**src/rtl/core/fpsm_pkg.sv**
```systemverilog
`timescale 1ns / 1ps

package fpsm_pkg;

  // Sample and output formats.
  localparam int SAMPLE_BITS  = 16;
  localparam int DB_FRAC_BITS = 8;
  localparam int RAW_W        = 16;
  localparam int SMP_W        = SAMPLE_BITS + 1;
  localparam int DIF_W        = SAMPLE_BITS + 2;
  localparam int SQ_W         = 2 * SAMPLE_BITS;

  localparam int FS_W   = 21;
  localparam int PK_W   = 16;
  localparam int ST_W   = 2;
  localparam int FN_W   = 32;
  localparam int CNT_W  = 40;
  localparam int SUM_W  = 63;
  localparam int MSE_W  = 48;
  localparam int RMSE_W = 32;
  localparam int DB_W   = 16;

  // Divider, square root and logarithm sizes.
  localparam int DVD_W      = SUM_W + 16;
  localparam int DIV_STEPS  = DVD_W;
  localparam int SQRT_STEPS = RMSE_W;
  localparam int LOG_FRAC   = 24;
  localparam int LOG_W      = 6 + LOG_FRAC;
  localparam int LOGS_W     = LOG_W + 1;
  localparam int ITER_W     = 7;
  localparam int PROD_W     = LOGS_W + 30;
  localparam int DB_SHIFT   = LOG_FRAC + 28 - DB_FRAC_BITS;

  localparam logic [29:0]       TEN_LOG10_2 = 30'd808071242;
  localparam logic [PROD_W:0]   DB_RND      = (PROD_W + 1)'(1) << (DB_SHIFT - 1);
  localparam logic [PROD_W:0]   DB_POS_MAX  = (PROD_W + 1)'(32767);
  localparam logic [PROD_W:0]   DB_NEG_MAG  = (PROD_W + 1)'(32768);
  localparam logic [DB_W-1:0]   DB_ONE      = DB_W'(1) << DB_FRAC_BITS;
  localparam logic [DB_W-1:0]   DB_FLOOR    = 16'h8000;

  // Register map (index taken from paddr[3:2]).
  localparam int CFG_ADDR_W = 4;
  localparam logic [1:0] REG_FRAME_SAMPLES = 2'd0;
  localparam logic [1:0] REG_PEAK_VALUE    = 2'd1;
  localparam logic [1:0] REG_SAMPLE_TYPE   = 2'd2;

  localparam logic [FS_W-1:0] FS_RESET = FS_W'(152064);
  localparam logic [PK_W-1:0] PK_RESET = PK_W'(255);
  localparam logic [ST_W-1:0] ST_RESET = '0;

  // Result beat layout in out_tdata.
  localparam int OFF_FN    = 0;
  localparam int OFF_CNT   = OFF_FN + FN_W;
  localparam int OFF_EA    = OFF_CNT + CNT_W;
  localparam int OFF_EB    = OFF_EA + SUM_W;
  localparam int OFF_ERR   = OFF_EB + SUM_W;
  localparam int OFF_MSE   = OFF_ERR + SUM_W;
  localparam int OFF_RMSE  = OFF_MSE + MSE_W;
  localparam int OFF_SNR   = OFF_RMSE + RMSE_W;
  localparam int OFF_PSNR  = OFF_SNR + DB_W;
  localparam int OFF_ID    = OFF_PSNR + DB_W;
  localparam int OUT_BITS  = OFF_ID + 1;
  localparam int OUT_TD_W  = ((OUT_BITS + 7) / 8) * 8;
  localparam int IN_TD_W   = 2 * RAW_W;

  typedef enum logic [3:0] {
    S_IDLE, S_ACC, S_CHK, S_DIV, S_MSE, S_SQRT, S_LLOAD, S_LNORM,
    S_LITER, S_LSTORE, S_DB1, S_DB2, S_OUT, S_NEXT
  } state_t;

  typedef enum logic [1:0] {LS_ERR, LS_EA, LS_PK, LS_CNT} log_sel_t;

  typedef struct packed {
    logic     take;
    logic     accum;
    logic     snap_frame;
    logic     snap_total;
    logic     zero_set;
    logic     div_load;
    logic     div_step;
    logic     mse_set;
    logic     sqrt_step;
    logic     log_load;
    logic     log_norm;
    logic     log_step;
    logic     log_store;
    log_sel_t log_sel;
    logic     db_mul;
    logic     db_fin;
  } cmd_t;

  typedef struct packed {
    logic frame_end;
    logic more_results;
    logic zero_path;
    logic ea_zero;
    logic pk_zero;
    logic norm_top;
  } sts_t;

endpackage

```
**src/rtl/core/fpsm_ctrl.sv**
```systemverilog
`timescale 1ns / 1ps

module fpsm_ctrl (
  input  logic          clk,
  input  logic          rst_n,
  input  logic          in_tvalid,
  output logic          in_tready,
  output logic          out_tvalid,
  input  logic          out_tready,
  input  fpsm_pkg::sts_t sts,
  output fpsm_pkg::cmd_t cmd
);
  import fpsm_pkg::*;

  state_t              state_r, state_nxt;
  logic [ITER_W-1:0]   iter_r, iter_nxt;
  log_sel_t            sel_r, sel_nxt;

  // State, step counter and operand select.
  always_ff @(posedge clk) begin
    if (!rst_n) begin
      state_r <= S_IDLE;
      iter_r  <= '0;
      sel_r   <= LS_ERR;
    end else begin
      state_r <= state_nxt;
      iter_r  <= iter_nxt;
      sel_r   <= sel_nxt;
    end
  end

  // Next state and datapath commands.
  always_comb begin
    state_nxt   = state_r;
    iter_nxt    = iter_r;
    sel_nxt     = sel_r;
    cmd         = '0;
    cmd.log_sel = sel_r;
    in_tready   = 1'b0;
    out_tvalid  = 1'b0;
    unique case (state_r)
      S_IDLE: begin
        in_tready = 1'b1;
        if (in_tvalid) begin
          cmd.take  = 1'b1;
          state_nxt = S_ACC;
        end
      end
      S_ACC: begin
        cmd.accum = 1'b1;
        if (sts.frame_end) begin
          cmd.snap_frame = 1'b1;
          state_nxt      = S_CHK;
        end else begin
          state_nxt = S_IDLE;
        end
      end
      S_CHK: begin
        if (sts.zero_path) begin
          cmd.zero_set = 1'b1;
          state_nxt    = S_OUT;
        end else begin
          cmd.div_load = 1'b1;
          iter_nxt     = ITER_W'(DIV_STEPS - 1);
          state_nxt    = S_DIV;
        end
      end
      S_DIV: begin
        cmd.div_step = 1'b1;
        if (iter_r == '0) state_nxt = S_MSE;
        else              iter_nxt  = iter_r - 1'b1;
      end
      S_MSE: begin
        cmd.mse_set = 1'b1;
        iter_nxt    = ITER_W'(SQRT_STEPS - 1);
        state_nxt   = S_SQRT;
      end
      S_SQRT: begin
        cmd.sqrt_step = 1'b1;
        if (iter_r == '0) begin
          sel_nxt   = LS_ERR;
          state_nxt = S_LLOAD;
        end else begin
          iter_nxt = iter_r - 1'b1;
        end
      end
      S_LLOAD: begin
        cmd.log_load = 1'b1;
        state_nxt    = S_LNORM;
      end
      S_LNORM: begin
        cmd.log_norm = 1'b1;
        if (sts.norm_top) begin
          iter_nxt  = ITER_W'(LOG_FRAC - 1);
          state_nxt = S_LITER;
        end
      end
      S_LITER: begin
        cmd.log_step = 1'b1;
        if (iter_r == '0) state_nxt = S_LSTORE;
        else              iter_nxt  = iter_r - 1'b1;
      end
      S_LSTORE: begin
        cmd.log_store = 1'b1;
        state_nxt     = S_DB1;
        // Logs with a zero argument are skipped; the dB stage floors them.
        case (sel_r)
          LS_ERR: begin
            if (!sts.ea_zero) begin
              sel_nxt   = LS_EA;
              state_nxt = S_LLOAD;
            end else if (!sts.pk_zero) begin
              sel_nxt   = LS_PK;
              state_nxt = S_LLOAD;
            end
          end
          LS_EA: begin
            if (!sts.pk_zero) begin
              sel_nxt   = LS_PK;
              state_nxt = S_LLOAD;
            end
          end
          LS_PK: begin
            sel_nxt   = LS_CNT;
            state_nxt = S_LLOAD;
          end
          default: state_nxt = S_DB1;
        endcase
      end
      S_DB1: begin
        cmd.db_mul = 1'b1;
        state_nxt  = S_DB2;
      end
      S_DB2: begin
        cmd.db_fin = 1'b1;
        state_nxt  = S_OUT;
      end
      S_OUT: begin
        out_tvalid = 1'b1;
        if (out_tready) state_nxt = sts.more_results ? S_NEXT : S_IDLE;
      end
      S_NEXT: begin
        cmd.snap_total = 1'b1;
        state_nxt      = S_CHK;
      end
      default: state_nxt = S_IDLE;
    endcase
  end

endmodule

```
**config.mk**
```make
export PLATFORM = sky130hd
export DESIGN_NAME = fpsm_ctrl
export DESIGN_NICKNAME = d
export VERILOG_FILES = /design/src/rtl/core/fpsm_pkg.sv /design/src/rtl/core/fpsm_ctrl.sv
export SDC_FILE = /design/constraint.sdc
export NUM_CORES = 1
export LEC_CHECK = 0
export ABC_AREA = 1
export BUFFER_PORTS_ARGS = -buffer_cell sky130_fd_sc_hd__buf_2
export CORE_ASPECT_RATIO = 1.4
export CORE_MARGIN = 2
export CORE_UTILIZATION = 30
export DETAILED_ROUTE_END_ITERATION = 7
export MAX_ROUTING_LAYER = met4
export SLEW_MARGIN = 20
export SYNTH_ARGS = -nofsm -noshare
export SYNTH_HDL_FRONTEND = slang
export SYNTH_SLANG_ARGS = --single-unit
```
**constraint.sdc**
```tcl
create_clock -name clk -period 2.2 [get_ports clk]
set_input_delay 0.11 -clock clk [delete_from_list [all_inputs] [get_ports clk]]
set_output_delay 0.11 -clock clk [all_outputs]
set_load 0.02 [all_outputs]
```
======== Word level (Yosys, flattened, before mapping) ========
Cells that the tools add are included.
word-level totals
  flip-flop bits (word level) ............. 13
  bits in latches ......................... 0
  RAM bits ................................ 0
  ROM bits ................................ 0
  input bits .............................. 10
  output and inout bits ................... 19
  word-level logic and storage cells ...... 78
  memories kept ........................... 0
cells by class
  add/sub/neg operators ................... 1
  $mul .................................... 0
  div/mod/pow operators ................... 0
  $lt $le $gt $ge ......................... 0
  eq/ne operators ......................... 24
  shifts and indexed selects .............. 0
  mux-type cells .......................... 41
  bitwise operators ....................... 0
  reductions and logical operators ........ 9
operator list
  kind                 count
  $pmux 4 s14          1
  $mux 4               10
  $pmux 7 s4           1
  $eq 4x4->1 const B   6
  $mux 7               3
  $mux 1               17
  $eq 4x3->1 const B   4
  $ne 2x2->1 const B   8
  $mux 2               6
  $pmux 4 s3           1
  $eq 4x2->1 const B   2
  $logic_not 7->1      1
  $sub 7x1->7 const B  1
  $pmux 2 s3           1
  $reduce_and 6->1     1
  $eq 4x1->1 const B   1
  $logic_not 4->1      1
  $ne 4x2->1 const B   1
  $pmux 2 s2           1
  $reduce_and 4->1     1
  $reduce_bool 4->1    1
  $reduce_and 3->1     1
  $reduce_or 3->1      1
  $eq 2x1->1 const B   1
  other kinds (3)      3

======== Logic depth before layout (Yosys ltp) ========
Gate-level depths: netlist (run 1).
  word-level depth ........................ 4
  gate-level depth with buffers ........... 11
  mapped depth without buffers ............ 11

======== Worst setup path after synthesis (run 1) ========
OpenSTA, ideal clock, no wires.
  path kind ............................... reg-to-reg
  start ................................... register state_r[1]
  end ..................................... register state_r[0]
  setup time .............................. 123 ps
  arrival ................................. 1352 ps
  required time ........................... 2077 ps
  slack ................................... 725 ps
  cell stages (with the launch flop) ...... 11
  buffers on the path ..................... 0
  clock period less this slack ............ 1475 ps
  path through ............................ dfxtp_1 -> inv_2 -> nand2_1 -> nor2_1 -> nand2_1 -> nand2_1 -> nor2_1 -> nand2_1 -> inv_2 -> nand2_1 -> a21oi_1
between the ends
  longest elaborated chain between the ends .. 3
  elaborated cells on any way between the ends .. 22
  classes of those cells .................. eq/ne (19); mux (1); reduce/logical (2)
ends and longest elaborated chain
  element                                   RTL line         RTL
  start, declared                           fpsm_ctrl.sv:15  state_t state_r, state_nxt;
  start signal, assigned                    fpsm_ctrl.sv:26  state_r <= state_nxt;
  $eq 4x2->1, or another cell as far along  fpsm_ctrl.sv:41  unique case (state_r)
  $ne 2x2->1 (no source line)               -
  $reduce_and 6->1 (no source line)         -
Parallel ways exist; a longest one is shown, timed or not.
A chain may end at the register's enable or synchronous reset.

==> results.json, run 1 <==
{
  "clkSlewWorstSetupHoldPaths_ns": 0.06,
  "num_rows": 27,
  "critPathRequiredTime_ns": 2.09,
  "portBuffers": 28,
  "grt_overflow": 0,
  "start_kind": "flip-flop",
  "hp-start": "rst_n",
  "yosysWarnings": 0,
  "cts.sinks": 13,
  "route.detailed.drc": 0,
  "finClkSkew_ns": 0.000595,
  "grt_use_total_pct": 14.4,
  "start_util_pct": 30.8,
  "antenna_found_initial": 0,
  "n_antenna_cell": 0,
  "ios": 29,
  "synth_top_family_by_area": "simple AND/OR/NAND/NOR gates",
  "totalWireLength_mm": 3.10,
  "die-area_um2": 4510,
  "r2r_setup_slack_ns": 0.66,
  "layout_common_cells": "nand2_1 (58), nor2_1 (31), inv_1 (30)",
  "synthMuxAreaShare_pct": 0,
  "synth_edf_count": 0,
  "grt_pass1_vias": 1237,
  "drive_gt1_share_pct": 21.2,
  "maxSlewViolCount": 0,
  "avgRoutedWirePerCell_um": 10.9,
  "rsz0062_at_grt": "no",
  "synth_compound_area_share_pct": 10.3,
  "final_common_cell": "nand2_1",
  "drt-initial-drc-count": 31,
  "slew_headroom_pct": 79.6,
  "drt-pass1-iter-count": 4,
  "fin_crit_sh_pct": 70.9,
  "setup_viol": 0,
  "async_flop_share_pct": 0,
  "gp_congestion": 0.848,
  "cts_root_buf": "clkbuf_8",
  "synth_cell_types": 21,
  "area_delta_synth_final_pct": 20.0,
  "pre_cts_slack_ns": 0.667,
  "cts_resized": 0,
  "synth-seq-area-share_pct": 21.8,
  "cts_setup_buffers": 0,
  "clock_path_buffers": 2,
  "vias_per_cell": 4.74,
  "route.vias.total": 1345,
  "synth_fa_ha_area_share_pct": 6.28,
  "crit_arrival_ns": 1.45,
  "end_kind": "output port",
  "postSynthAreaPerCell_um2": 5.72,
  "vdd_drop_max_mv": 0.434,
  "syn_nets": 225,
  "clk_latency_ns": 0.24,
  "min_period_ns": 1.56,
  "worst_slack_ns": 0.639,
  "htree_levels": 1,
  "leakage_nw": 0.807,
  "worstMarginPinSlew_ns": 0.306,
  "numCtsBuffers": 3,
  "ys.flop_type": "dfxtp_1",
  "nNetsFinal": 258,
  "worstReg2RegStart": "state_r[3]",
  "grt_pass1_wl_mm": 5.03,
  "fp.dieH_um": 78.7,
  "core_um2": 3880,
  "hold_viol_final": 0,
  "syn_area_um2": 1190,
  "place_hpwl_mm": 2.62,
  "cts-hold-fix-buffers": 0,
  "tns_ns": 0,
  "synthSimpleGateAreaFrac_pct": 48.6,
  "die_x_um": 57.3,
  "cts_tree": "built",
  "path_max_fanout": 7,
  "grt_max_degree": 10,
  "powerDensity_nw_per_um2": 1120,
  "synthXorXnorAreaFrac_pct": 1.47,
  "ant_nets": 0,
  "hold_path.class": "input port to flip-flop",
  "critical_path.startpoint": "state_r[3]",
  "synth_seq_cells": 13,
  "status": "finished clean",
  "maxCapViolations": 0,
  "netlist_instances": 209,
  "clock.fmax_ghz": 0.641,
  "crit_type": "flip-flop to output port"
}
## sequential cells by signal, summed over array words and instances (netlist names)
| register | count |
|---|---|
| sel_r | 2 |
| state_r | 4 |
| iter_r | 7 |
## worst max-delay path, stage by stage (launching register included)
cell     delay (ns)
dfxtp_1        0.37
nor2_2         0.27
inv_1          0.11
nor2_1         0.16
nand2_1        0.09
inv_1          0.05
buf_2          0.15
## logic make-up (layout without fill, tap and decap cells)
| logic type | after synthesis | in the layout |
|---|---|---|
| buffers and inverters | 37 | 69 |
| AOI/OAI and AO/OA | 22 | 22 |
| adders and majority gates | 6 | 6 |
| DFF | 13 | 13 |
| xor gates and xnor gates | 2 | 2 |
| and+or+nand+nor | 129 | 129 |
## stage by stage
stage                     area, um2  util [%]  hold WS, ns  cells  total power, mW
final                          1430      36.9        0.155    284             1.60
after global routing           1430      36.9        0.152    284             1.76
after CTS                      1430      36.9        0.154    284             1.61
after detailed placement       1390      35.7        0.414    280             1.39
after global placement         1390      35.7        0.406    280             1.38
after floorplan                1190         -        0.230    209             1.18
## final timing paths
path	end	cells past startpoint
max	cmd[14]	6
min	iter_r[5]	3
max reg2reg	iter_r[3]	9
min reg2reg	iter_r[1]	2
## cell type report
| class | count | area (um2) |
|---|---|---|
| repair buffers | 28 | 140 |
| well taps | 43 | 53.8 |
| fillers | 446 | 2450 |
| clock buffers | 4 | 45.0 |
| multi-input cells | 159 | 796 |
| flip-flops and latches | 13 | 260 |
| inverters | 37 | 139 |
## cell usage after synthesis (2+ instances only)
cell type	number	area (um2)
nand3_1	19	95.1
ha_1	6	75.1
nand2_1	58	218
o21ai_0	3	15.0
nand2_2	6	37.5
nor2_4	2	22.5
nand4_1	3	18.8
dfxtp_1	13	260
nor3_1	5	25.0
inv_1	30	113
a21oi_1	17	85.1
nor2_2	2	12.5
inv_2	7	26.3
nor2_1	31	116
## power by group
| part | leakage (nW) | internal, mW | switching [mW] |
|---|---|---|---|
| clock network | 0.0228 | 0.128 | 0.0923 |
| registers | 0.106 | 0.311 | 0.0756 |
| logic | 0.679 | 0.345 | 0.647 |
## layer usage
layer  global-route usage (%)  up-vias  wire length, um
li1                         -      720                -
met1                     15.6      591             1350
met2                     25.3       28             1600
met3                     1.98        6               76
met4                     6.74        0               69
met5                        -        -                0
Power figures use the tool's default switching activity.
==> run 2, diff against run 1 <==
ABC_AREA = 0   (was 1)
clock period = 1.4 ns   (was 2.2 ns; I/O delays follow)
==> results.json, run 2 <==
{
  "post-route-util_pct": 52.3,
  "num_rows": 28,
  "netlist_instances": 176,
  "ys.flop_type": "dfxtp_1",
  "seqPwrFrac_pct": 14.2,
  "antenna_found_initial": 0,
  "path_max_fanout": 9,
  "crit_arrival_ns": 1.62,
  "synthSimpleGateAreaFrac_pct": 33.0,
  "route.detailed.drc": 0,
  "synth_top_area_cell": "dfxtp_1",
  "internal-power_mw": 2.21,
  "grt_overflow": 0,
  "status": "finished, violations left",
  "whs_ns": 0.155,
  "synth.area.top_cells": "dfxtp_1 (19%), nor2_1 (6.4%), ha_1 (5.6%), mux2i_1 (3.7%), nand2b_1 (3.7%)",
  "critPathMostFrequentCell": "buf_4",
  "clock.fmax_ghz": 0.592,
  "yosys-top-cells-count": "nor2_1 (23), dfxtp_1 (13), nand2_1 (12)",
  "switching_share_pct": 44.5,
  "leakage_nw": 0.971,
  "yosysWarnings": 0,
  "combPwrFrac_pct": 77.1,
  "start_util_pct": 31.4,
  "drt-pass1-iter-count": 4,
  "grt_max_degree": 11,
  "totalWireLength_mm": 4.33,
  "powerDensity_nw_per_um2": 1780,
  "finClkSkew_ns": 0.00481,
  "maxSlewViolCount": 0,
  "ios": 29,
  "critPathRequiredTime_ns": 1.33,
  "numCtsBuffers": 3,
  "largest_reg_flops": 7,
  "vdd_drop_max_mv": 0.857,
  "async_flop_share_pct": 0,
  "cts_tree": "built",
  "fin_crit_sh_pct": 121,
  "cts_root_buf": "clkbuf_8",
  "fp.dieH_um": 83.1,
  "nNetsFinal": 271,
  "synth-seq-area-share_pct": 19.4,
  "synth_fa_ha_area_share_pct": 5.60,
  "place_hpwl_mm": 3.18,
  "synth_top_family_by_area": "simple AND/OR/NAND/NOR gates",
  "synth_cell_types": 56,
  "gp_congestion": 0.860,
  "start_kind": "flip-flop",
  "setup_viol": 25,
  "hold_viol_final": 0,
  "n_antenna_cell": 0,
  "syn_area_um2": 1340,
  "postSynthAreaPerCell_um2": 7.61,
  "synth_seq_cells": 13,
  "portBuffers": 28,
  "crit_chain": "buf_4, nand2b_1, buf_4, nor4b_2, buf_4",
  "p_sw_mw": 1.77,
  "synth_edf_count": 0,
  "clkSlewWorstSetupHoldPaths_ns": 0.06,
  "crit_slowest_cell": "dfxtp_2",
  "layout_common_cells": "buf_4 (59), nor2_1 (19), buf_2 (16)",
  "die_x_um": 60.5,
  "hold_path.class": "input port to flip-flop",
  "maxCapViolations": 0,
  "grt_use_total_pct": 18.2,
  "syn_nets": 192,
  "ant_nets": 0,
  "worst_slack_ns": -0.290,
  "violations": "negative setup slack",
  "final_common_cell": "buf_4",
  "critPathMaxStageDelay_ns": 0.36,
  "top_regs": "iter_r: 7 flops, state_r: 4 flops, sel_r: 2 flops",
  "worstMarginPinSlew_ns": 0.343,
  "area_delta_synth_final_pct": 66.9,
  "grt_pass1_wl_mm": 7.00,
  "min_period_ns": 1.69,
  "clock_path_buffers": 2,
  "p_clk_share_pct": 8.7,
  "yosysMostFrequentCell": "nor2_1",
  "pre_cts_slack_ns": -0.361,
  "crit_type": "flip-flop to output port",
  "synthMuxAreaShare_pct": 4.58,
  "drt-initial-drc-count": 38,
  "synthXorXnorAreaFrac_pct": 1.21,
  "drive_gt1_share_pct": 53.9,
  "p_total_mw": 3.98,
  "grt_use_met1_pct": 21.3,
  "avgRoutedWirePerCell_um": 13.8,
  "use_met2_pct": 31.1,
  "netlist.area_leader.share_pct": 19.4,
  "clk_latency_ns": 0.24,
  "rsz0062_at_grt": "yes",
  "grt_pass1_vias": 1554,
  "core_um2": 4270,
  "slew_headroom_pct": 77.0,
  "end_kind": "output port",
  "grtUsageMet3_pct": 2.18,
  "die-area_um2": 5030,
  "vias_per_cell": 5.03,
  "cts.sinks": 13,
  "busiest_layer": "met2",
  "route.vias.total": 1579,
  "regMostFlops": "iter_r",
  "synth_compound_area_share_pct": 27.1,
  "htree_levels": 1
}
[run 2: layer usage]
layer  wire length, um  up-vias
li1                  -      796
met4                93        0
met5                 0        -
met3               104       10
met2              2380       26
met1              1760      747
[run 2: what timing repair did]
action                                  4_1_cts  5_1_grt
gates resized for setup                      36       19
pin swaps                                    16       14
endpoints found under the setup margin       30       30
hold buffers                                  0        0
setup buffers                                 6        7
[run 2: power by group through the flow]
stage | combinational, mW | sequential (mW) | clock (mW)
final | 3.07 | 0.564 | 0.348
after global routing | 3.29 | 0.576 | 0.381
after floorplan | 1.58 | 0.539 | 0
after global placement | 2.43 | 0.557 | 0
after CTS | 2.77 | 0.562 | 0.352
after detailed placement | 2.45 | 0.556 | 0
[run 2: kinds of logic after synthesis]
kind of cell / count (synthesis)
AOI/OAI and AO/OA: 50
buffers and inverters: 21
muxes: 6
xor gates and xnor gates: 1
and+or+nand+nor: 79
adders and majority gates: 6
DFF: 13
[run 2: worst paths after layout]
| kind | startpoint | end | slack, ns | depth (start not counted) |
|---|---|---|---|---|
| setup / recovery | state_r[2] | cmd[12] | -0.29 | 5 |
| hold / removal | rst_n | iter_r[2] | 0.15 | 2 |
| hold reg to reg | iter_r[3] | iter_r[3] | 0.48 | 2 |
| setup reg to reg | iter_r[0] | iter_r[2] | -0.29 | 8 |
[run 2: per-stage QoR]
step                      area [um2]  setup TNS, ns  std cells
final                           2240          -4.17        314
after global routing            2240          -6.55        314
after CTS                       2110          -3.91        307
after detailed placement        1900          -3.85        299
after global placement          1900          -3.57        299
after floorplan                 1430          -2.56        176
[run 2: worst max-delay path: cells and delay by family (launching register included)]
family | cells | cell delay (ns)
and+or+nand+nor | 2 | 0.47
DFF | 1 | 0.36
buffers and inverters | 3 | 0.55
[run 2: layout make-up]
cell class	count	area, um2
multi-input cells	142	1160
clock buffers	4	45.0
inverters	10	37.5
repair buffers	85	639
flip-flops and latches	13	274
fillers	428	2040
well taps	60	75.1
==> run 3, diff against run 2 <==
REMOVE_ABC_BUFFERS = 1   (was not set)
==> results.json, run 3 (synthesized netlist as in run 2, its figures left out) <==
{
  "status": "finished, violations left",
  "violations": "negative setup slack",
  "grt_max_degree": 11,
  "grt_overflow": 0,
  "worst_slack_ns": -0.298,
  "holdPathStages": 2,
  "htree_levels": 1,
  "clock_path_buffers": 2,
  "leakage_nw": 1.00,
  "clkSlewWorstSetupHoldPaths_ns": 0.06,
  "portBuffers": 28,
  "powerDensity_nw_per_um2": 1720,
  "instances_no_fill": 320,
  "hold_end": "iter_r[2]",
  "cts.sinks": 13,
  "numCtsBuffers": 3,
  "p_total_mw": 4.04,
  "crit_type": "flip-flop to flip-flop",
  "place_hpwl_mm": 3.32,
  "nNetsFinal": 277,
  "path_max_fanout": 4,
  "cts-hold-fix-buffers": 0,
  "hold_path.class": "input port to flip-flop",
  "finClkSkew_ns": 0.00283,
  "critPathRequiredTime_ns": 1.55,
  "worstReg2RegStart": "iter_r[1]",
  "hold_viol_final": 0,
  "clock.fmax_ghz": 0.589,
  "num_rows": 28,
  "largest_reg_flops": 7,
  "grt_pass1_wl_mm": 7.38,
  "layout_common_cells": "buf_4 (60), nor2_1 (18), buf_2 (15), buf_6 (15), nand2_1 (11)",
  "worstMarginPinSlew_ns": 0.352,
  "regMostFlops": "iter_r",
  "ios": 29,
  "fp.dieH_um": 83.1,
  "slew_headroom_pct": 76.5,
  "antenna_found_initial": 0,
  "fin_crit_sh_pct": 121,
  "final.fill_count": 387,
  "cts_tree": "built",
  "grt_pass1_vias": 1655,
  "grt_use_total_pct": 19.3,
  "cts_root_buf": "clkbuf_8",
  "core_um2": 4270,
  "worstReg2RegEnd": "iter_r[2]",
  "worst_r2r_path_depth": 8,
  "maxCapViolations": 0,
  "route.vias.total": 1658,
  "top_regs": "iter_r: 7 flops, state_r: 4 flops, sel_r: 2 flops",
  "gp_congestion": 0.908,
  "dp.cells": 305,
  "rsz0062_at_grt": "yes",
  "start_kind": "flip-flop",
  "end_kind": "flip-flop",
  "ant_nets": 0,
  "die-area_um2": 5030,
  "drt-initial-drc-count": 122,
  "r2r_setup_slack_ns": -0.30,
  "avgRoutedWirePerCell_um": 15.1,
  "maxSlewViolCount": 0,
  "min_period_ns": 1.70,
  "final_common_cell": "buf_4",
  "route.detailed.drc": 0,
  "die_x_um": 60.5,
  "post-route-util_pct": 54.9,
  "crit_arrival_ns": 1.85,
  "totalWireLength_mm": 4.83,
  "drt-pass1-iter-count": 4,
  "hp-start": "rst_n",
  "n_antenna_cell": 0,
  "tns_ns": -5.13,
  "clk_latency_ns": 0.25,
  "area_delta_synth_final_pct": 75.2,
  "vias_per_cell": 5.18,
  "vdd_drop_max_mv": 0.632,
  "setup_viol": 29,
  "whs_ns": 0.147,
  "drive_gt1_share_pct": 57.3,
  "start_util_pct": 31.4
}
[run 3: changes by cell type in the layout (fill, tap and decap cells not counted), sizes merged]
cell,previous run,this run
buf,85,91
[run 3: through the flow]
step                cell area (um2)  worst slack, ns
floorplan                      1250           -0.675
global placement               1860           -0.468
detailed placement             1860           -0.500
CTS                            2210           -0.276
global route                   2350           -0.404
finish                         2350           -0.298
[run 3: power breakdown]
| group | internal (mW) | total (mW) | switching [mW] |
|---|---|---|---|
| registers | 0.478 | 0.608 | 0.130 |
| clock network | 0.202 | 0.361 | 0.159 |
| logic | 1.50 | 3.08 | 1.57 |
| total | 2.18 | 4.04 | 1.86 |
[run 3: layout make-up]
type,count,area [um2],share of cell area [%]
Multi-Input combinational cell,142,1200,51.3
Timing Repair Buffer,91,709,30.2
Sequential cell,13,275,11.7
Tap cell,60,75.1,3.20
Clock buffer,4,45.0,1.92
Inverter,10,37.5,1.60
[run 3: worst max-delay path by stage]
stage	cells after the start	endpoint	slack, ns	start
floorplan	5	iter_r[4]	-0.67	state_r[3]
global placement	6	iter_r[4]	-0.47	state_r[2]
detailed placement	6	iter_r[4]	-0.50	state_r[2]
CTS	7	state_r[1]	-0.28	iter_r[0]
global route	7	state_r[1]	-0.40	iter_r[1]
finish	8	iter_r[2]	-0.30	iter_r[1]
[run 3: routing by layer]
metal | global-route usage [%] | routed length (um) | share of wire (%)
met4 | 9.49 | 176 | 3.6
met3 | 2.02 | 104 | 2.2
met5 | - | 0 | 0
met2 | 34.5 | 2710 | 56
met1 | 20.0 | 1840 | 38
[run 3: timing repair]
item	CTS	global route
resized for setup	69	28
pin swaps	18	10
buffers inserted	10	4
endpoints found under the setup margin	30	30
[run 3: critical path, stage by stage, from the launching register on]
cell and delay [ns]:
dfxtp_2 0.32, inv_2 0.07, ha_4 0.12, nor4b_4 0.24, buf_4 0.20, a21oi_4 0.06
o21ai_2 0.21, a21boi_4 0.13, o2111a_1 0.24
